### src/cdr_pkg.sv
`timescale 1ns / 1ps
// ----------------------------------------------------------------------------
// cdr_pkg
// Shared types and constants of the cubic Doppler resampler.
// ----------------------------------------------------------------------------
package cdr_pkg;

    localparam int SAMPLE_BITS_DEF     = 16;
    localparam int PHASE_FRAC_BITS_DEF = 16;

    localparam int ADDR_W = 3;
    localparam logic [ADDR_W-3:0] REG_PHASE_STEP = 1'b0;

    typedef enum logic [1:0] {
        TERM_A0,
        TERM_A1,
        TERM_A2,
        TERM_A3
    } term_t;

    typedef struct packed {
        logic  capture;
        logic  shift;
        logic  add_step;
        logic  load_acc;
        logic  mul;
        logic  add;
        term_t sel;
        logic  last;
    } cmd_t;

    typedef struct packed {
        logic phase_lt_one;
        logic sum_lt_one;
        logic out_free;
    } sts_t;

endpackage

### src/cdr_ctrl.sv
`timescale 1ns / 1ps
// ----------------------------------------------------------------------------
// cdr_ctrl
// Sequencer: runs the phase loops and steps the shared multiplier through
// the three Horner terms of each interpolated sample.
// ----------------------------------------------------------------------------
module cdr_ctrl (
    input  logic           aclk,
    input  logic           aresetn,
    input  logic           s_valid,
    output logic           s_ready,
    input  cdr_pkg::sts_t  sts,
    output cdr_pkg::cmd_t  cmd
);
    import cdr_pkg::*;

    typedef enum logic [2:0] {
        ST_IDLE,
        ST_PRE,
        ST_SHIFT,
        ST_CHECK,
        ST_LOAD,
        ST_MUL,
        ST_ADD
    } state_t;

    state_t state_reg;
    term_t  term_reg;
    logic   pre_reg;
    logic   s_ready_reg;
    logic   final_term;

    assign s_ready    = s_ready_reg;
    assign final_term = (term_reg == TERM_A3);

    always_comb begin
        cmd          = '0;
        cmd.sel      = term_reg;
        cmd.last     = !pre_reg && !sts.sum_lt_one;
        cmd.capture  = (state_reg == ST_IDLE) && s_valid && s_ready_reg;
        cmd.shift    = (state_reg == ST_SHIFT);
        cmd.load_acc = (state_reg == ST_LOAD);
        cmd.mul      = (state_reg == ST_MUL);
        cmd.add      = (state_reg == ST_ADD) && (!final_term || sts.out_free);
        cmd.add_step = (state_reg == ST_PRE) ||
                       ((state_reg == ST_ADD) && final_term && sts.out_free && !pre_reg);
    end

    always_ff @(posedge aclk) begin
        if (!aresetn) begin
            state_reg   <= ST_IDLE;
            term_reg    <= TERM_A1;
            pre_reg     <= 1'b0;
            s_ready_reg <= 1'b0;
        end else begin
            case (state_reg)
                ST_IDLE: begin
                    if (!s_ready_reg) begin
                        s_ready_reg <= 1'b1;
                    end else if (s_valid) begin
                        s_ready_reg <= 1'b0;
                        pre_reg     <= sts.phase_lt_one;
                        state_reg   <= sts.phase_lt_one ? ST_PRE : ST_SHIFT;
                    end
                end
                ST_PRE: begin
                    if (sts.sum_lt_one) begin
                        state_reg <= ST_LOAD;
                    end else begin
                        pre_reg   <= 1'b0;
                        state_reg <= ST_SHIFT;
                    end
                end
                ST_SHIFT: begin
                    state_reg <= ST_CHECK;
                end
                ST_CHECK: begin
                    if (sts.phase_lt_one) begin
                        state_reg <= ST_LOAD;
                    end else begin
                        s_ready_reg <= 1'b1;
                        state_reg   <= ST_IDLE;
                    end
                end
                ST_LOAD: begin
                    term_reg  <= TERM_A1;
                    state_reg <= ST_MUL;
                end
                ST_MUL: begin
                    state_reg <= ST_ADD;
                end
                ST_ADD: begin
                    if (!final_term) begin
                        term_reg  <= term_t'(term_reg + 2'd1);
                        state_reg <= ST_MUL;
                    end else if (sts.out_free) begin
                        state_reg <= pre_reg ? ST_PRE : ST_CHECK;
                    end
                end
                default: begin
                    state_reg <= ST_IDLE;
                end
            endcase
        end
    end

endmodule

### src/cdr_dpath.sv
`timescale 1ns / 1ps
// ----------------------------------------------------------------------------
// cdr_dpath
// History, phase accumulator, Horner multiply-add unit and output register.
// ----------------------------------------------------------------------------
module cdr_dpath #(
    parameter int SAMPLE_BITS     = cdr_pkg::SAMPLE_BITS_DEF,
    parameter int PHASE_FRAC_BITS = cdr_pkg::PHASE_FRAC_BITS_DEF
) (
    input  logic                          aclk,
    input  logic                          aresetn,
    input  cdr_pkg::cmd_t                 cmd,
    output cdr_pkg::sts_t                 sts,
    input  logic [PHASE_FRAC_BITS+1:0]    phase_step,
    input  logic signed [SAMPLE_BITS-1:0] s_sample_in,
    output logic                          m_valid,
    input  logic                          m_ready,
    output logic signed [SAMPLE_BITS-1:0] m_sample_out,
    output logic                          m_last_out
);
    import cdr_pkg::*;

    localparam int SB = SAMPLE_BITS;
    localparam int PF = PHASE_FRAC_BITS;
    localparam int HW = SB + 4;
    localparam int PW = PF + 3;
    localparam int MW = HW + PF + 1;

    localparam logic [PW-1:0]        PH_ONE   = {3'b001, {PF{1'b0}}};
    localparam logic signed [MW-1:0] RND_HALF = {{(HW+2){1'b0}}, {(PF-1){1'b0}}} |
                                                (MW'(1) << (PF - 1));
    localparam logic signed [HW-1:0] SAT_MAX  = {{(HW-SB+1){1'b0}}, {(SB-1){1'b1}}};
    localparam logic signed [HW-1:0] SAT_MIN  = {{(HW-SB+1){1'b1}}, {(SB-1){1'b0}}};

    logic signed [SB-1:0] hist_reg [4];
    logic signed [SB-1:0] sample_reg;
    logic [PW-1:0]        phase_reg;
    logic [PW-1:0]        phase_sum;
    logic signed [HW-1:0] acc_reg;
    logic signed [MW-1:0] prod_reg;
    logic signed [MW-1:0] prod_next;
    logic signed [MW-1:0] rnd_full;
    logic signed [HW-1:0] rnd;
    logic signed [HW-1:0] b0, b1, b2, b3;
    logic signed [HW-1:0] a0, a1, a2, a3;
    logic signed [HW-1:0] coef;
    logic signed [HW-1:0] sum;
    logic signed [HW-1:0] sat;
    logic                 m_valid_reg;
    logic signed [SB-1:0] sample_out_reg;
    logic                 last_reg;

    assign b0 = HW'(hist_reg[0]);
    assign b1 = HW'(hist_reg[1]);
    assign b2 = HW'(hist_reg[2]);
    assign b3 = HW'(hist_reg[3]);
    assign a0 = b3 - b2 - b0 + b1;
    assign a1 = b0 - b1 - a0;
    assign a2 = b2 - b0;
    assign a3 = b1;

    always_comb begin
        case (cmd.sel)
            TERM_A0: coef = a0;
            TERM_A1: coef = a1;
            TERM_A2: coef = a2;
            TERM_A3: coef = a3;
            default: coef = a0;
        endcase
    end

    assign phase_sum = phase_reg + {1'b0, phase_step};
    assign prod_next = acc_reg * $signed({1'b0, phase_reg[PF-1:0]});
    assign rnd_full  = prod_reg + RND_HALF;
    assign rnd       = rnd_full[HW+PF-1:PF];
    assign sum       = coef + rnd;

    always_comb begin
        if (sum > SAT_MAX) begin
            sat = SAT_MAX;
        end else if (sum < SAT_MIN) begin
            sat = SAT_MIN;
        end else begin
            sat = sum;
        end
    end

    assign sts.phase_lt_one = (phase_reg < PH_ONE);
    assign sts.sum_lt_one   = (phase_sum < PH_ONE);
    assign sts.out_free     = !m_valid_reg || m_ready;

    always_ff @(posedge aclk) begin
        if (!aresetn) begin
            for (int i = 0; i < 4; i++) begin
                hist_reg[i] <= '0;
            end
            phase_reg <= '0;
        end else begin
            if (cmd.shift) begin
                hist_reg[0] <= hist_reg[1];
                hist_reg[1] <= hist_reg[2];
                hist_reg[2] <= hist_reg[3];
                hist_reg[3] <= sample_reg;
                phase_reg   <= phase_reg - PH_ONE;
            end else if (cmd.add_step) begin
                phase_reg <= phase_sum;
            end
        end
    end

    always_ff @(posedge aclk) begin
        if (cmd.capture) begin
            sample_reg <= s_sample_in;
        end
        if (cmd.load_acc) begin
            acc_reg <= a0;
        end else if (cmd.add && cmd.sel != TERM_A3) begin
            acc_reg <= sum;
        end
        if (cmd.mul) begin
            prod_reg <= prod_next;
        end
        if (cmd.add && cmd.sel == TERM_A3) begin
            sample_out_reg <= sat[SB-1:0];
            last_reg       <= cmd.last;
        end
    end

    always_ff @(posedge aclk) begin
        if (!aresetn) begin
            m_valid_reg <= 1'b0;
        end else if (cmd.add && cmd.sel == TERM_A3) begin
            m_valid_reg <= 1'b1;
        end else if (m_ready) begin
            m_valid_reg <= 1'b0;
        end
    end

    assign m_valid      = m_valid_reg;
    assign m_sample_out = sample_out_reg;
    assign m_last_out   = last_reg;

endmodule

### src/cubic_doppler_resampler.sv
`timescale 1ns / 1ps
// ----------------------------------------------------------------------------
// cubic_doppler_resampler
// Four-point cubic fractional resampler with an APB phase step register.
// ----------------------------------------------------------------------------
//  channel   direction  handshake          payload
//  s_        in         s_valid/s_ready    s_sample_in
//  m_        out        m_valid/m_ready    m_sample_out, m_last_out
//  apb       in         psel/penable       paddr, pwdata -> prdata
//
// Each result takes a phase check or step, a coefficient load and three
// multiply/add passes through the single shared multiplier. An item adds an
// accept, a history shift and a final phase check; the first item after reset
// adds a phase step that ends the pre-roll. Reset is synchronous and clears
// history and phase. A stalled result holds the last Horner add.
// ----------------------------------------------------------------------------
module cubic_doppler_resampler #(
    parameter int SAMPLE_BITS     = cdr_pkg::SAMPLE_BITS_DEF,
    parameter int PHASE_FRAC_BITS = cdr_pkg::PHASE_FRAC_BITS_DEF
) (
    input  logic                          aclk,
    input  logic                          aresetn,
    input  logic                          s_valid,
    output logic                          s_ready,
    input  logic signed [SAMPLE_BITS-1:0] s_sample_in,
    output logic                          m_valid,
    input  logic                          m_ready,
    output logic signed [SAMPLE_BITS-1:0] m_sample_out,
    output logic                          m_last_out,
    input  logic                          psel,
    input  logic                          penable,
    input  logic                          pwrite,
    input  logic [cdr_pkg::ADDR_W-1:0]    paddr,
    input  logic [31:0]                   pwdata,
    output logic [31:0]                   prdata,
    output logic                          pready
);
    import cdr_pkg::*;

    localparam int PF = PHASE_FRAC_BITS;
    localparam int SW = PF + 2;

    localparam logic [SW-1:0] STEP_MIN   = {7'b0000001, {(PF-5){1'b0}}};
    localparam logic [SW-1:0] STEP_RESET = {2'b01, {PF{1'b0}}};

    logic [SW-1:0] step_reg;
    logic [SW-1:0] step_next;
    logic          reg_sel;
    logic          wr_en;
    cmd_t          cmd;
    sts_t          sts;

    assign pready    = 1'b1;
    assign reg_sel   = (paddr[ADDR_W-1:2] == REG_PHASE_STEP);
    assign wr_en     = psel && penable && pwrite && pready && reg_sel;
    assign step_next = (pwdata[SW-1:0] < STEP_MIN) ? STEP_MIN : pwdata[SW-1:0];
    assign prdata    = reg_sel ? {{(32-SW){1'b0}}, step_reg} : 32'd0;

    always_ff @(posedge aclk) begin
        if (!aresetn) begin
            step_reg <= STEP_RESET;
        end else if (wr_en) begin
            step_reg <= step_next;
        end
    end

    cdr_ctrl u_ctrl (
        .aclk    (aclk),
        .aresetn (aresetn),
        .s_valid (s_valid),
        .s_ready (s_ready),
        .sts     (sts),
        .cmd     (cmd)
    );

    cdr_dpath #(
        .SAMPLE_BITS     (SAMPLE_BITS),
        .PHASE_FRAC_BITS (PHASE_FRAC_BITS)
    ) u_dpath (
        .aclk         (aclk),
        .aresetn      (aresetn),
        .cmd          (cmd),
        .sts          (sts),
        .phase_step   (step_reg),
        .s_sample_in  (s_sample_in),
        .m_valid      (m_valid),
        .m_ready      (m_ready),
        .m_sample_out (m_sample_out),
        .m_last_out   (m_last_out)
    );

    a_step_floor: assert property (@(posedge aclk) disable iff (!aresetn)
        step_reg >= STEP_MIN)
        else $error("phase step below floor");

    a_load_free: assert property (@(posedge aclk) disable iff (!aresetn)
        (cmd.add && cmd.sel == TERM_A3) |-> (!m_valid || m_ready))
        else $error("result loaded over a pending transaction");

    a_one_item: assert property (@(posedge aclk) disable iff (!aresetn)
        (s_valid && s_ready) |=> !s_ready)
        else $error("second transaction accepted during processing");

    a_idle_quiet: assert property (@(posedge aclk) disable iff (!aresetn)
        s_ready |-> !(cmd.mul || cmd.add || cmd.shift || cmd.add_step))
        else $error("datapath active while accepting input");

endmodule
### config.mk
export PLATFORM = sky130hd
export DESIGN_NAME = cubic_doppler_resampler
export DESIGN_NICKNAME = d
export VERILOG_FILES = /design/src/cdr_pkg.sv /design/src/cdr_ctrl.sv /design/src/cdr_dpath.sv /design/src/cubic_doppler_resampler.sv
export SDC_FILE = /design/constraint.sdc
export NUM_CORES = 1
export LEC_CHECK = 0
export ABC_AREA = 1
export BUFFER_PORTS_ARGS = -buffer_cell sky130_fd_sc_hd__buf_4
export CAP_MARGIN = 5
export CELL_PAD_IN_SITES_DETAIL_PLACEMENT = 1
export CELL_PAD_IN_SITES_GLOBAL_PLACEMENT = 1
export CORE_MARGIN = 2
export CORE_UTILIZATION = 44
export DETAILED_ROUTE_END_ITERATION = 8
export HOLD_SLACK_MARGIN = 0.08
export PLACE_DENSITY_LB_ADDON = 0.08
export SLEW_MARGIN = 20
export SYNTH_ARGS = -nofsm -noshare
export SYNTH_HDL_FRONTEND = slang
export SYNTH_SLANG_ARGS = --single-unit
### constraint.sdc
create_clock -name aclk -period 6.3 [get_ports aclk]
set_input_delay 0.315 -clock aclk [delete_from_list [all_inputs] [get_ports aclk]]
set_output_delay 0.315 -clock aclk [all_outputs]
set_load 0.05 [all_outputs]
==> impl_results.md, run 1 <==
* Status: finished, violations left
* Failing checks: setup timing
* Clock slew at reported path FFs at 0.08 ns
* Worst setup path endpoint: u_dpath.m_sample_out[9]
* Max reg flops at 64
* Hold Path Class: primary input to register
* Final Max Slew Viols at 0
* Die X at 247 um
* Ys flop type: edfxtp_1
* Clock skew at 0.0193 ns
* DRT Pass-1 Iters at 5
* Seq/Total Area, Yosys at 19.4%
* Final ANT Viol Nets at 0
* IO Count at 110
* Largest net degree at the start of global routing at 66
* Synth Area per Inst at 7.98 um2
* Post-synth EDFFs at 138
* Ratio of cells with drive above 1 in the final layout at 22.0%
* Total GRT Usage at 28.6%
* Fillers at 7148
* Port bufs at 78
* Post-Syn Instances at 3264
* Antenna cells at 0
* Setup crit start: u_dpath.hist_reg[0][2]
* Clk sink count at 183
* Die area at 0.0612 mm2
* Fin nets at 4376
* Mapped Area at 0.0260 mm2
* Slowest cell delay on critical path at 0.47 ns
* CTS tree: done
* Post-synthesis mux area share at 0%
* Post-synthesis adder-cell area fraction at 37.0%
* Hpwl dp at 69.2 mm
* CP max FO at 7
* WL final at 86.1 mm
* Asr flop ratio synth at 0%
* Worst reg-to-reg path cell count at 41
* CTS Buf Count at 17
* RR Startpoint: u_dpath.hist_reg[0][2]
* Avg Vias per Cell at 5.09
* CTS root buf: clkbuf_16
* Worst Path Arrival at 7.35 ns
* Rows at 89
* Simple-Gate Fraction of Synth Area at 16.5%
* Commonest non-fill, non-tap cell in the layout: inv_1
* Worst-margin pin slew at 1.08 ns
* Highest-count cells in the layout ignoring fill and taps: inv_1, nand2_1, buf_4
* Die Ht at 247 um
* Max-cap violations at 0
* Worst Path Required at 6.52 ns
* FF-to-FF End: u_dpath.m_sample_out[9]
* H-tree depth at 4
* Grt ovf at 0
* Placer congestion estimate at 0.902
* Area grow syn2layout at 25.6%
* Fin. Hold Viols at 0
* RSZ-0062 raised after global routing: yes
* Post-synthesis compound-gate area fraction at 9.29%
* Synth Area in XOR/XNOR at 4.37%
* Largest family of logic cells by synthesized area: adder cells
* 1st-iter DRT viols at 1056
* DRC violations left at 0
* Critical Path Most Common Cell: nand2_1
* Number of global-route vias before repair at 25600
* Achievable Freq at 140 MHz
* Fin cells at 4536
* First-pass GRT wire length at 136 mm
* Post-route minimum period at 7.13 ns
* Slowest-stage cell, CP: fa_1
* Cells after DPL at 4383
* Starting Density at 44.3%
* Core Region at 0.0588 mm2
* Synth Register Bits at 183
* Worst-Skew Late Latency at 0.47 ns
* CP Class: register to register
* Ys Warns at 0
* Worst slew margin at 27.4%
* Worst setup EP type: register
* Final setup fails at 25
* Critical path startpoint category: register
* Bufs on Longest Clock Path at 2
* Tcrit/Tclk final at 113%
* Routed length per instance at 19.0 um
* Fin worst setup slack at -0.832 ns
* Synth cell types at 59
* Initial antenna violation count at 0
* Reg2reg setup slack at -0.83 ns
* DR vias at 23100
## worst max-delay path: cells and delay by family, from the launching register on
family                   cells  cell delay (ns)
AO/OA/AOI/OAI               11             1.59
adder cells (fa/ha/maj)      5             1.78
XOR/XNOR                     3             0.50
buffers and inverters        7             0.75
flip-flops                   1             0.41
AND/OR/NAND/NOR             15             1.83
## through the flow
step	area, um2	utilization, %	setup WS (ns)	hold slack [ns]	TNS (ns)
finish	32700	55.6	-0.832	0.154	-15.15
floorplan	26200	-	-0.0224	0.414	-0.220
global placement	30200	51.4	-0.629	0.485	-11.63
detailed placement	30200	51.4	-0.916	0.481	-17.68
global route	32700	55.6	-1.18	0.169	-24.52
CTS	31800	54.1	-0.685	0.142	-11.72
## layout make-up
| class | instances | area, um2 | area share, % |
|---|---|---|---|
| clock buffers | 18 | 429 | 1.31 |
| multi-input cells | 2182 | 18600 | 56.7 |
| repair buffers | 570 | 4610 | 14.1 |
| flip-flops and latches | 183 | 5050 | 15.4 |
| clock inverters | 14 | 115 | 0.352 |
| well taps | 773 | 967 | 2.96 |
| inverters | 796 | 2990 | 9.14 |
## cell usage after synthesis (22+ instances only)
cell type	n	area, um2
xnor2_1	46	403
ha_1	232	2900
a211oi_1	22	165
o21ai_0	112	561
clkbuf_1	99	372
nor2_1	196	736
fa_1	336	6730
nand2_1	685	2570
edfxtp_1	138	4140
nand3_1	72	360
a21oi_1	195	976
dfxtp_1	45	901
inv_1	791	2970
xor2_1	84	736
## timing repair
action                                 4_1_cts  5_1_grt
endpoints found under the hold margin       17        0
gates resized for setup                    100      147
setup buffers                               64       47
hold buffers                                17        0
pin swaps                                   44      100
cloned                                       2        0
setup endpoints to repair                   28       43
## per-layer routing
metal	track usage, %	routed length [um]
met4	8.00	2730
met1	36.7	38100
met2	51.8	43400
met3	2.11	1940
met5	0	0
## cells by family (layout without fill, tap and decap cells)
logic type	after synthesis	in the layout
flops	183	183
compound gates	423	423
simple gates	1045	1046
xor+xnor	130	130
fa+ha+maj	568	568
other cells	2	15
buf+inv	913	1398
## worst min path at each step
| stage | depth (start not counted) | slack [ns] | endpoint | start |
|---|---|---|---|---|
| after floorplan | 0 | 0.41 | u_dpath.sample_reg[0] | s_sample_in[0] |
| after global placement | 2 | 0.48 | step_reg[12] | step_reg[12] |
| after detailed placement | 2 | 0.48 | step_reg[12] | step_reg[12] |
| after CTS | 3 | 0.14 | step_reg[17] | pwdata[17] |
| after global routing | 3 | 0.17 | step_reg[15] | pwdata[15] |
| final | 3 | 0.15 | step_reg[17] | pwdata[17] |
Power of run 1 is left out: the tool's default activity adds up to more than one toggle a clock period on the data nets, which glitch-free logic cannot reach.
==> run 2, diff against run 1 <==
--- a/config.mk
+++ b/config.mk
@@ -15,6 +15,7 @@
 export DETAILED_ROUTE_END_ITERATION = 8
 export HOLD_SLACK_MARGIN = 0.08
 export PLACE_DENSITY_LB_ADDON = 0.08
+export RECOVER_POWER = 25
 export SLEW_MARGIN = 20
 export SYNTH_ARGS = -nofsm -noshare
 export SYNTH_HDL_FRONTEND = slang
==> impl_results.md, run 2 (same netlist as run 1, synthesis figures left out) <==
* Status: finished, violations left
* Failing checks: setup timing
* Fin worst setup slack at -0.821 ns
* CTS Buf Count at 17
* Clk sink count at 183
* H-tree depth at 4
* Rows at 89
* DRT Pass-1 Iters at 5
* Area grow syn2layout at 25.0%
* Routed length per instance at 19.0 um
* Core Region at 0.0588 mm2
* Worst-margin pin slew at 1.29 ns
* Final Max Slew Viols at 0
* Number of global-route vias before repair at 25600
* Worst-Skew Late Latency at 0.47 ns
* Max reg flops at 64
* Avg Vias per Cell at 5.09
* Grt ovf at 0
* Bufs on Longest Clock Path at 2
* Hold Path Class: primary input to register
* Sequential cell area at 0.00505 mm2
* Worst Path Required at 6.50 ns
* Final setup fails at 25
* Achievable Freq at 140 MHz
* CP max FO at 8
* Die X at 247 um
* Antenna cells at 0
* Largest net degree at the start of global routing at 66
* Multi-input logic area at 0.0185 mm2
* Placement Setup Slack at -0.916 ns
* Final ANT Viol Nets at 0
* Worst Path Buf+Inv at 6
* Port bufs at 78
* Max-cap violations at 0
* Slowest cell delay on critical path at 0.66 ns
* DR vias at 23100
* CP Class: register to register
* Die Ht at 247 um
* CTS root buf: clkbuf_16
* Ratio of cells with drive above 1 in the final layout at 20.9%
* DRC violations left at 0
* Highest-count cells in the layout ignoring fill and taps: inv_1, nand2_1, buf_4
* 1st-iter DRT viols at 1176
* Hpwl dp at 69.2 mm
* WL final at 86.2 mm
* RSZ-0062 raised after global routing: yes
* Critical path startpoint category: register
* IO Count at 110
* Worst Path Arrival at 7.32 ns
* CTS tree: done
* Worst path top cell family by delay: simple AND/OR/NAND/NOR gates
* Die area at 0.0612 mm2
* Tcrit/Tclk final at 113%
* First-pass GRT wire length at 136 mm
* Placer congestion estimate at 0.902
* Initial antenna violation count at 0
* Commonest non-fill, non-tap cell in the layout: inv_1
* Worst setup EP type: register
* Fin. Hold Viols at 0
* Fillers at 7175
* Starting Density at 44.3%
* Total GRT Usage at 28.6%
* Clock skew at 0.0209 ns
* Slowest-stage cell, CP: fa_1
* Fin nets at 4376
* Final Hold Slack at 0.155 ns
* Clock slew at reported path FFs at 0.08 ns
* Post-route minimum period at 7.12 ns
* Worst slew margin at 14.2%
-- run 2: path summary, 6_finish.rpt --
kind / cells after the start / startpoint / slack, ns / end
worst max-delay path: 43 / u_dpath.hist_reg[3][4] / -0.82 / u_dpath.m_sample_out[1]
worst min-delay path: 3 / pwdata[17] / 0.16 / step_reg[17]
worst max register to register: 43 / u_dpath.hist_reg[3][4] / -0.82 / u_dpath.m_sample_out[1]
worst min register to register: 2 / step_reg[12] / 0.49 / step_reg[12]
-- run 2: timing repair --
action,4_1_cts,5_1_grt
resized for setup,100,147
cloned,2,0
buffers inserted,64,47
setup endpoints to repair,28,43
pin swaps,44,100
endpoints found under the hold margin,17,0
hold buffers,17,0
-- run 2: routing by layer --
layer,track usage [%],wire (um),vias to the layer above
li1,-,-,10900
met3,2.11,1980,106
met2,51.8,43400,331
met1,36.7,38100,11700
met4,8.00,2710,0
met5,0,0,-
-- run 2: metrics by stage --
step	TNS [ns]	instances	util (%)	area, um2
5_1_grt	-24.52	4536	55.4	32600
3_5_place_dp	-17.68	4383	51.4	30200
4_1_cts	-11.72	4496	54.1	31800
6_report	-15.00	4536	55.4	32600
3_3_place_gp	-11.63	4383	51.4	30200
2_1_floorplan	-0.220	3277	-	26200
-- run 2: area by class of cell --
class / count / share of cell area, %
timing repair buffer: 570 / 13.7
clock buffer: 18 / 1.32
tap: 773 / 2.97
sequential: 183 / 15.5
inverter: 796 / 9.18
clock inverter: 14 / 0.354
multi-input combinational: 2182 / 57.0
-- run 2: worst register-to-register path, delay by kind of cell, from the launching register on --
kind,cells,cell delay (ns)
xor gates and xnor gates,3,0.51
buffers and inverters,6,0.70
AOI/OAI and AO/OA,8,1.05
and+or+nand+nor,21,2.26
DFF,1,0.42
adders and majority gates,5,1.92
Power of run 2 is left out for the same reason.
==> run 3, diff against run 2 <==
--- a/config.mk
+++ b/config.mk
@@ -12,6 +12,7 @@
 export CELL_PAD_IN_SITES_GLOBAL_PLACEMENT = 1
 export CORE_MARGIN = 2
 export CORE_UTILIZATION = 44
+export CTS_BUF_LIST = sky130_fd_sc_hd__clkbuf_16
 export DETAILED_ROUTE_END_ITERATION = 8
 export HOLD_SLACK_MARGIN = 0.08
 export PLACE_DENSITY_LB_ADDON = 0.08
==> impl_results.md, run 3 (same netlist as run 1, synthesis figures left out) <==
* Die area at 0.0612 mm2
* H-tree depth at 4
* Failing checks: setup timing
* Final setup fails at 25
* Tcrit/Tclk final at 113%
* Final Core Density at 55.4%
* RR Startpoint: u_dpath.hist_reg[3][4]
* CTS Buf Count at 17
* Port bufs at 78
* Avg Vias per Cell at 5.09
* Rows at 89
* Slowest cell delay on critical path at 0.66 ns
* Clk sink count at 183
* Bufs on Longest Clock Path at 2
* Worst slew margin at 14.2%
* Fin. Hold Viols at 0
* Hold Path Class: primary input to register
* Worst Path Required at 6.50 ns
* Worst path top cell family by delay: simple AND/OR/NAND/NOR gates
* Worst Path Buf+Inv at 6
* First-pass GRT wire length at 136 mm
* Largest net degree at the start of global routing at 66
* Fin worst setup slack at -0.815 ns
* Number of global-route vias before repair at 25600
* Initial antenna violation count at 0
* Critical path startpoint category: register
* Post-route minimum period at 7.11 ns
* WL final at 86.2 mm
* Achievable Freq at 141 MHz
* Worst-Skew Late Latency at 0.47 ns
* Die X at 247 um
* DR vias at 23100
* FF-to-FF End: u_dpath.m_sample_out[1]
* Total GRT Usage at 28.6%
* Clock slew at reported path FFs at 0.08 ns
* Slowest-stage cell, CP: fa_1
* Ratio of cells with drive above 1 in the final layout at 20.9%
* Hpwl dp at 69.2 mm
* Reg2reg setup slack at -0.81 ns
* Placement Setup Slack at -0.916 ns
* Worst setup EP type: register
* Die Ht at 247 um
* Routed length per instance at 19.0 um
* Antenna cells at 0
* Max reg flops at 64
* Fin nets at 4376
* Clock skew at 0.0209 ns
* Starting Density at 44.3%
* CP max FO at 8
* CP Class: register to register
* Grt ovf at 0
* Max-cap violations at 0
* Highest-count cells in the layout ignoring fill and taps: inv_1, nand2_1, buf_4
* Final ANT Viol Nets at 0
* Commonest non-fill, non-tap cell in the layout: inv_1
* Placer congestion estimate at 0.902
* CTS tree: done
* Worst reg-to-reg path cell count at 43
* DRC violations left at 0
* IO Count at 110
* 1st-iter DRT viols at 1177
* RSZ-0062 raised after global routing: yes
* Worst Path Arrival at 7.32 ns
* HP Start: pwdata[17]
* Worst-margin pin slew at 1.29 ns
* CTS root buf: clkbuf_16
* Hold depth at 3
* Core Region at 0.0588 mm2
* Status: finished, violations left
* Area grow syn2layout at 25.0%
* DRT Pass-1 Iters at 5
* Final Max Slew Viols at 0
* Hold Crit Endpoint: step_reg[17]
==> run 3: cell types whose count changed in the layout (fill, tap and decap cells not counted) <==
cell	change
clkbuf_1	-1
inv_1	+1
==> run 3: layer usage <==
metal  routed length [um]  global-route usage [%]  up-vias  share of wire (%)
li1                     -                       -    10900                  -
met1                38100                    36.7    11700                 44
met2                43400                    51.8      331                 50
met3                 1990                    2.11      104                2.3
met4                 2710                    8.00        0                3.1
met5                    0                       0        -                  0
==> run 3: timing repair <==
action / 4_1_cts / 5_1_grt
setup endpoints to repair: 28 / 43
endpoints found under the hold margin: 17 / 0
buffers inserted: 64 / 47
hold buffers: 17 / 0
pin swaps: 44 / 100
gates resized for setup: 100 / 147
gates cloned: 2 / 0
==> run 3: metrics by stage <==
step | hold WS, ns | TNS (ns) | cells | instance area (um2)
final | 0.155 | -14.94 | 4536 | 32600
after global routing | 0.169 | -24.52 | 4536 | 32600
after CTS | 0.142 | -11.72 | 4496 | 31800
after detailed placement | 0.481 | -17.68 | 4383 | 30200
after global placement | 0.485 | -11.63 | 4383 | 30200
after floorplan | 0.414 | -0.220 | 3277 | 26200
==> run 3: cell type report <==
class                           count  area, um2
Fill cell                        7175      26200
Multi-Input combinational cell   2182      18500
Sequential cell                   183       5050
Timing Repair Buffer              570       4470
Inverter                          796       2990
Tap cell                          773        967
Clock buffer                       17        425
Clock inverter                     15        119
==> run 3: worst min-delay path, stage by stage <==
cell     delay, ns
buf_4         0.09
o21ai_0       0.07
a21oi_1       0.10
==> run 3: how the worst max path moves through the flow <==
stage | startpoint | to | slack, ns | depth (start not counted)
after detailed placement | u_dpath.hist_reg[0][2] | u_dpath.m_sample_out[1] | -0.92 | 41
after global placement | u_dpath.hist_reg[3][3] | u_dpath.m_sample_out[2] | -0.63 | 44
after global routing | u_dpath.hist_reg[0][3] | u_dpath.m_sample_out[7] | -1.18 | 40
final | u_dpath.hist_reg[3][4] | u_dpath.m_sample_out[1] | -0.81 | 43
after CTS | u_dpath.hist_reg[0][2] | u_dpath.m_sample_out[1] | -0.69 | 42
after floorplan | u_dpath.hist_reg[2][6] | u_dpath.m_sample_out[13] | -0.02 | 42
Power of run 3 is left out for the same reason.
